**config.mk**
```make
export PLATFORM = sky130hd
export DESIGN_NAME = shadow_layer_slot_allocator
export DESIGN_NICKNAME = d
export VERILOG_FILES = /design/src/rtl/slsa_pkg.sv /design/src/rtl/slsa_cmp.sv /design/src/rtl/shadow_layer_slot_allocator.sv
export SDC_FILE = /design/constraint.sdc
export NUM_CORES = 1
export LEC_CHECK = 0
export BUFFER_PORTS_ARGS = -buffer_cell sky130_fd_sc_hd__buf_2
export CORE_ASPECT_RATIO = 0.5
export CORE_MARGIN = 1
export CORE_UTILIZATION = 25
export DETAILED_ROUTE_END_ITERATION = 6
export PLACE_DENSITY = 0.5
export SYNTH_ARGS = -nofsm -noshare
export SYNTH_HDL_FRONTEND = slang
export SYNTH_SLANG_ARGS = --single-unit
```
**constraint.sdc**
```tcl
create_clock -name clk -period 27 [get_ports clk]
set_clock_uncertainty 0.1 [all_clocks]
set_input_delay 0 -clock clk [delete_from_list [all_inputs] [get_ports clk]]
set_output_delay 0 -clock clk [all_outputs]
set_load 0.02 [all_outputs]
```
**src/rtl/slsa_pkg.sv**
```systemverilog
// ----------------------------------------------------------------------------
// slsa_pkg
// Types shared by the shadow slot allocator: sequencer states and the
// per-slot compare result.
// ----------------------------------------------------------------------------
package slsa_pkg;

  // Field widths of the streams
  localparam int unsigned LightW = 64;
  localparam int unsigned FrameW = 64;
  localparam int unsigned SlotW  = 6;

  // Sequencer states
  typedef enum logic [1:0] {
    S_IDLE,
    S_SCAN,
    S_OUT
  } state_t;

  // Verdict of the compare unit for one slot
  typedef struct packed {
    logic keep;    // owned by this light, used in the previous frame
    logic claim;   // empty, or owned by this light
    logic better;  // last-used frame below the best seen so far
  } cmp_res_t;

endpackage

```
**src/rtl/slsa_cmp.sv**
```systemverilog
// ----------------------------------------------------------------------------
// slsa_cmp
// Shared compare unit: checks one slot against the current request.
// ----------------------------------------------------------------------------
module slsa_cmp
  import slsa_pkg::*;
(
  input  logic              slot_valid,
  input  logic [LightW-1:0] slot_owner,
  input  logic [FrameW-1:0] slot_frame,
  input  logic [LightW-1:0] light_id,
  input  logic [FrameW-1:0] prev_frame,
  input  logic [FrameW-1:0] best_frame,
  output cmp_res_t          res
);

  logic mine;

  // Owner match, previous-frame match and LRU compare
  always_comb begin
    mine       = slot_valid && (slot_owner == light_id);
    res.keep   = mine && (slot_frame == prev_frame);
    res.claim  = mine || !slot_valid;
    res.better = slot_frame < best_frame;
  end

endmodule

```
**src/rtl/shadow_layer_slot_allocator.sv**
```systemverilog
// ----------------------------------------------------------------------------
// shadow_layer_slot_allocator
// LRU allocator of shadow slots, one slot checked per cycle.
// ----------------------------------------------------------------------------
// A request (light id, frame number) is taken when in_tready is high; the
// block then walks the slot table one slot a cycle through a single compare
// unit and stops at the first slot that is empty or already owned by the
// light; the result notes whether the light held that slot in the previous
// frame. If the walk reaches the end, the least recently used slot not
// touched this frame is taken. The slots are checked one per cycle and the
// result is registered on the last. The next request is taken only once the
// result has been transferred out, so the block does not take a new request
// while the last one is still being scanned or held for output.
// ----------------------------------------------------------------------------
module shadow_layer_slot_allocator
  import slsa_pkg::*;
#(
  parameter int unsigned NUM_SLOTS = 8
) (
  input  logic         clk,
  input  logic         rst_n,
  input  logic         in_tvalid,
  output logic         in_tready,
  input  logic [127:0] in_tdata,   // [63:0] light_id, [127:64] frame_number
  output logic         out_tvalid,
  input  logic         out_tready,
  output logic [7:0]   out_tdata   // [0] found, [6:1] slot_index, [7] reject_history
);

  localparam int unsigned IdxW = (NUM_SLOTS > 1) ? $clog2(NUM_SLOTS) : 1;

  // Slot table
  logic [LightW-1:0] owner_r [NUM_SLOTS];
  logic [FrameW-1:0] frame_tab_r [NUM_SLOTS];
  logic [NUM_SLOTS-1:0] valid_r;

  // Request and scan registers
  state_t state_r, state_nxt;
  logic [LightW-1:0] light_r;
  logic [FrameW-1:0] frame_r, prev_r;
  logic [FrameW-1:0] best_frame_r, best_frame_nxt;
  logic [IdxW-1:0]   best_idx_r, best_idx_nxt;
  logic              have_best_r, have_best_nxt;
  logic [IdxW-1:0]   idx_r, idx_nxt;
  logic [7:0]        out_data_r, out_data_nxt;

  cmp_res_t cmp;
  logic     in_xfer, out_xfer, hit, last_slot, done;
  logic     claim_en;
  logic [IdxW-1:0] claim_idx;

  assign in_xfer   = in_tvalid && in_tready;
  assign out_xfer  = out_tvalid && out_tready;
  assign hit       = cmp.keep || cmp.claim;
  assign last_slot = (idx_r == IdxW'(NUM_SLOTS - 1));
  assign done      = (state_r == S_SCAN) && (hit || last_slot);

  // Compare unit on the slot under the scan pointer
  slsa_cmp u_cmp (
    .slot_valid (valid_r[idx_r]),
    .slot_owner (owner_r[idx_r]),
    .slot_frame (frame_tab_r[idx_r]),
    .light_id   (light_r),
    .prev_frame (prev_r),
    .best_frame (best_frame_r),
    .res        (cmp)
  );

  // Next state
  always_comb begin
    state_nxt = state_r;
    unique case (state_r)
      S_IDLE: if (in_xfer) state_nxt = S_SCAN;
      S_SCAN: if (done) state_nxt = S_OUT;
      S_OUT:  if (out_xfer) state_nxt = S_IDLE;
      default: state_nxt = S_IDLE;
    endcase
  end

  // Handshake outputs
  always_comb begin
    in_tready  = 1'b0;
    out_tvalid = 1'b0;
    unique case (state_r)
      S_IDLE: in_tready = 1'b1;
      S_SCAN: ;
      S_OUT:  out_tvalid = 1'b1;
      default: ;
    endcase
  end

  assign out_tdata = out_data_r;

  // LRU tracking, scan pointer and result
  always_comb begin
    best_frame_nxt = best_frame_r;
    best_idx_nxt   = best_idx_r;
    have_best_nxt  = have_best_r;
    idx_nxt        = idx_r;
    out_data_nxt   = out_data_r;
    claim_en       = 1'b0;
    claim_idx      = idx_r;
    if (in_xfer) begin
      best_frame_nxt = in_tdata[127:64];
      best_idx_nxt   = '0;
      have_best_nxt  = 1'b0;
      idx_nxt        = '0;
    end else if (state_r == S_SCAN) begin
      if (hit) begin
        claim_en     = 1'b1;
        out_data_nxt = {!cmp.keep, SlotW'(idx_r), 1'b1};
      end else begin
        if (cmp.better) begin
          best_frame_nxt = frame_tab_r[idx_r];
          best_idx_nxt   = idx_r;
          have_best_nxt  = 1'b1;
        end
        if (last_slot) begin
          claim_en  = have_best_nxt;
          claim_idx = best_idx_nxt;
          out_data_nxt = have_best_nxt ? {1'b1, SlotW'(best_idx_nxt), 1'b1} : 8'd0;
        end else begin
          idx_nxt = idx_r + 1'b1;
        end
      end
    end
  end

  // Control registers
  always_ff @(posedge clk) begin
    if (!rst_n) begin
      state_r <= S_IDLE;
      valid_r <= '0;
    end else begin
      state_r <= state_nxt;
      if (claim_en) valid_r[claim_idx] <= 1'b1;
    end
  end

  // Payload and table registers
  always_ff @(posedge clk) begin
    if (in_xfer) begin
      light_r <= in_tdata[63:0];
      frame_r <= in_tdata[127:64];
      prev_r  <= in_tdata[127:64] - 1'b1;
    end
    best_frame_r <= best_frame_nxt;
    best_idx_r   <= best_idx_nxt;
    have_best_r  <= have_best_nxt;
    idx_r        <= idx_nxt;
    out_data_r   <= out_data_nxt;
    if (claim_en) begin
      owner_r[claim_idx]     <= light_r;
      frame_tab_r[claim_idx] <= frame_r;
    end
  end

endmodule
```
==> impl_metrics.env <==
export IMPL_post_cts_buffers=0
export IMPL_p_seq_frac=0.530
export IMPL_ir_drop_mv=0.0392
export IMPL_endpoint_kind="flip-flop"
export IMPL_die_area_um2=211000
export IMPL_max_slew_margin=0.223
export IMPL_drt_first_pass_iters=5
export IMPL_area_growth_pct=20.2
export IMPL_synth_edf_count=1285
export IMPL_yosysWarnings=0
export IMPL_cts_sinks=1305
export IMPL_min_path_type="primary input to flip-flop"
export IMPL_power_density_nw_per_um2=70.5
export IMPL_place_gp_congestion=0.759
export IMPL_outcome="complete, no violations"
export IMPL_grt_pass1_vias=27559
export IMPL_htree_levels=4
export IMPL_rsz0062_at_grt="no"
export IMPL_netlist_instances=2699
export IMPL_hold_buffers=235
export IMPL_layout_common_cells="edfxtp_1, dlygate4sd3_1, mux4_2, mux2i_1, clkbuf_16"
export IMPL_synth_cell_types=71
export IMPL_tightest_slew_ns=1.17
export IMPL_sw_frac_of_total=0.226
export IMPL_p_int_w=0.00343
export IMPL_post_route_min_period_ns=8.75
export IMPL_io_buffers=138
export IMPL_hold_viol=0
export IMPL_dp_cells=5543
export IMPL_num_io_pins=142
export IMPL_fin_crit_sh=0.324
export IMPL_vias=26109
export IMPL_postSynthAreaPerCell_um2=19.4
export IMPL_hpwlAfterDp_um=74300
export IMPL_die_x_um=649
export IMPL_synthArstFlopShare=0
export IMPL_avgViaCountPerCell=4.33
export IMPL_synth_flop_cell="edfxtp_1"
export IMPL_final_nets=3355
export IMPL_path_max_fanout=68
export IMPL_finalSetupViolCount=0
export IMPL_maxSlewViolCount=0
export IMPL_comb_power_share=0.072
export IMPL_fin_cells=6027
export IMPL_grt_antenna_before_repair=12
export IMPL_synth_cell_area_um2=52300
export IMPL_p_sw_w=0.00100
export IMPL_overflow=0
export IMPL_grt_usage=0.122
export IMPL_antenna_left=0
export IMPL_numCtsBuffers=137
export IMPL_core_region_area_um2=207000
export IMPL_cts_path_max_buffers=3
export IMPL_clock_power_share=0.398
export IMPL_drt_total_wl_um=129000
export IMPL_ys_ff_latch=1305
export IMPL_cts_tree="done"
export IMPL_grt_pass1_wl_um=190000
export IMPL_cap_violations=0
export IMPL_p_leak_nw=20.1
export IMPL_clk_pin_slew_ns=0.06
export IMPL_clock_latency_ns=0.76
export IMPL_initial_core_util=0.252
export IMPL_fmax_mhz=114
export IMPL_fin_setup_tns_ns=0
export IMPL_cts_resized=0
export IMPL_mostFrequentLayoutCell="edfxtp_1"
export IMPL_synth_sequential_area_ratio=0.745
export IMPL_grt_max_degree=129
export IMPL_cts_root_buf="clkbuf_16"
export IMPL_worstPathArrival_ns=9.01
export IMPL_drc_errors=0
export IMPL_cp_data_required_time_ns=27.26
export IMPL_drtIter0Drc=1906
export IMPL_wl_per_cell_um=21.4
export IMPL_rows=118
export IMPL_die_y_um=325
export IMPL_worstSetupStartpointType="flip-flop"
export IMPL_crit_type="flip-flop to flip-flop"
export IMPL_drive_gt1_frac=0.192
-- power by group through the flow --
stage | clock [W] | sequential (W) | combinational [W]
2_1_floorplan | 0 | 0.00238 | 0.000192
3_5_place_dp | 0 | 0.00239 | 0.000300
3_3_place_gp | 0 | 0.00239 | 0.000300
6_report | 0.00176 | 0.00235 | 0.000321
4_1_cts | 0.00182 | 0.00235 | 0.000330
5_1_grt | 0.00189 | 0.00236 | 0.000352
-- routing by layer --
layer,global-route usage,share of wire
met1,0.155,0.43
met2,0.213,0.51
met3,0.0183,0.034
met4,0.0376,0.024
met5,0,0.00046
-- synthesized netlist by cell type, drive strengths merged, types with 23 or more instances --
library cell / instances / area share
nor4: 29 / 0.0040
buf: 67 / 0.0087
nor2: 102 / 0.0073
mux4: 227 / 0.098
edfxtp: 1285 / 0.74
xnor2: 79 / 0.013
xor2: 96 / 0.016
ha: 66 / 0.016
mux2i: 188 / 0.036
a21oi: 101 / 0.0098
nand4: 26 / 0.0031
nor3: 23 / 0.0024
inv: 137 / 0.0098
clkbuf: 27 / 0.0019
nand2: 52 / 0.0037
-- registers in the layout (all words and copies together) (netlist names), named ones only --
signal,cells
owner_r,512
best_idx_r,3
out_tdata,5
frame_tab_r,512
have_best_r,1
best_frame_r,64
light_r,64
frame_r,64
valid_r,8
idx_r,3
state_r,2
prev_r,64
-- final timing paths --
check,start,endpoint,slack (ns),cells past startpoint
setup / recovery,flip-flop,owner_r[5][55]$_DFFE_PP_,18.25,16
hold reg to reg,valid_r[6]$_SDFFE_PN0P_,valid_r[6]$_SDFFE_PN0P_,0.36,2
hold / removal,in_tdata[86],frame_r[22]$_DFFE_PP_,0.04,2
setup reg to reg,flip-flop,owner_r[5][55]$_DFFE_PP_,18.25,16
-- per-stage QoR --
stage	util	hold slack (ns)	power, W	cell area [um2]	setup WS (ns)
floorplan	-	-0.00113	0.00257	52300	16.33
global route	0.303	0.0176	0.00459	62900	17.65
detailed placement	0.272	0.0781	0.00269	56300	18.04
global placement	0.272	0.0761	0.00269	56300	18.08
CTS	0.303	0.00193	0.00450	62900	18.04
finish	0.303	0.0395	0.00443	62900	18.25
-- area by class of cell --
type,instances,area [um2]
Timing Repair Buffer,411,3370
Multi-Input combinational cell,1164,12300
Sequential cell,1305,39000
Antenna cell,4,10.0
Fill cell,20158,145000
Inverter,138,526
Clock inverter,78,483
Tap cell,2760,3450
Clock buffer,167,3680
-- critical path, stage by stage, from the launching register on --
cell       delay, ns
dfxtp_4         0.77
buf_4           0.80
buf_12          0.50
mux4_2          0.59
mux2i_1         0.32
inv_1           0.09
ha_1            0.33
nand4_1         0.22
nor4_1          0.66
nand3_1         0.27
a211oi_1        0.62
o211ai_1        0.20
a21oi_2         0.39
a2bb2oi_2       0.29
nor2_4          0.64
buf_4           0.56
buf_4           0.80
-- kinds of logic (layout without fill, tap and decap cells) --
kind of cell               after synthesis  in the layout  share of synthesized area
AOI/OAI and AO/OA                      187            187                     0.0228
xor gates and xnor gates               175            175                     0.0293
adders and majority gates               66             66                     0.0158
buffers and inverters                  232            794                     0.0205
DFF                                   1305           1305                      0.745
muxes                                  421            421                      0.135
other                                    1              7                  0.0000717
and+or+nand+nor                        312            312                     0.0312
Power figures use the tool's default switching activity.
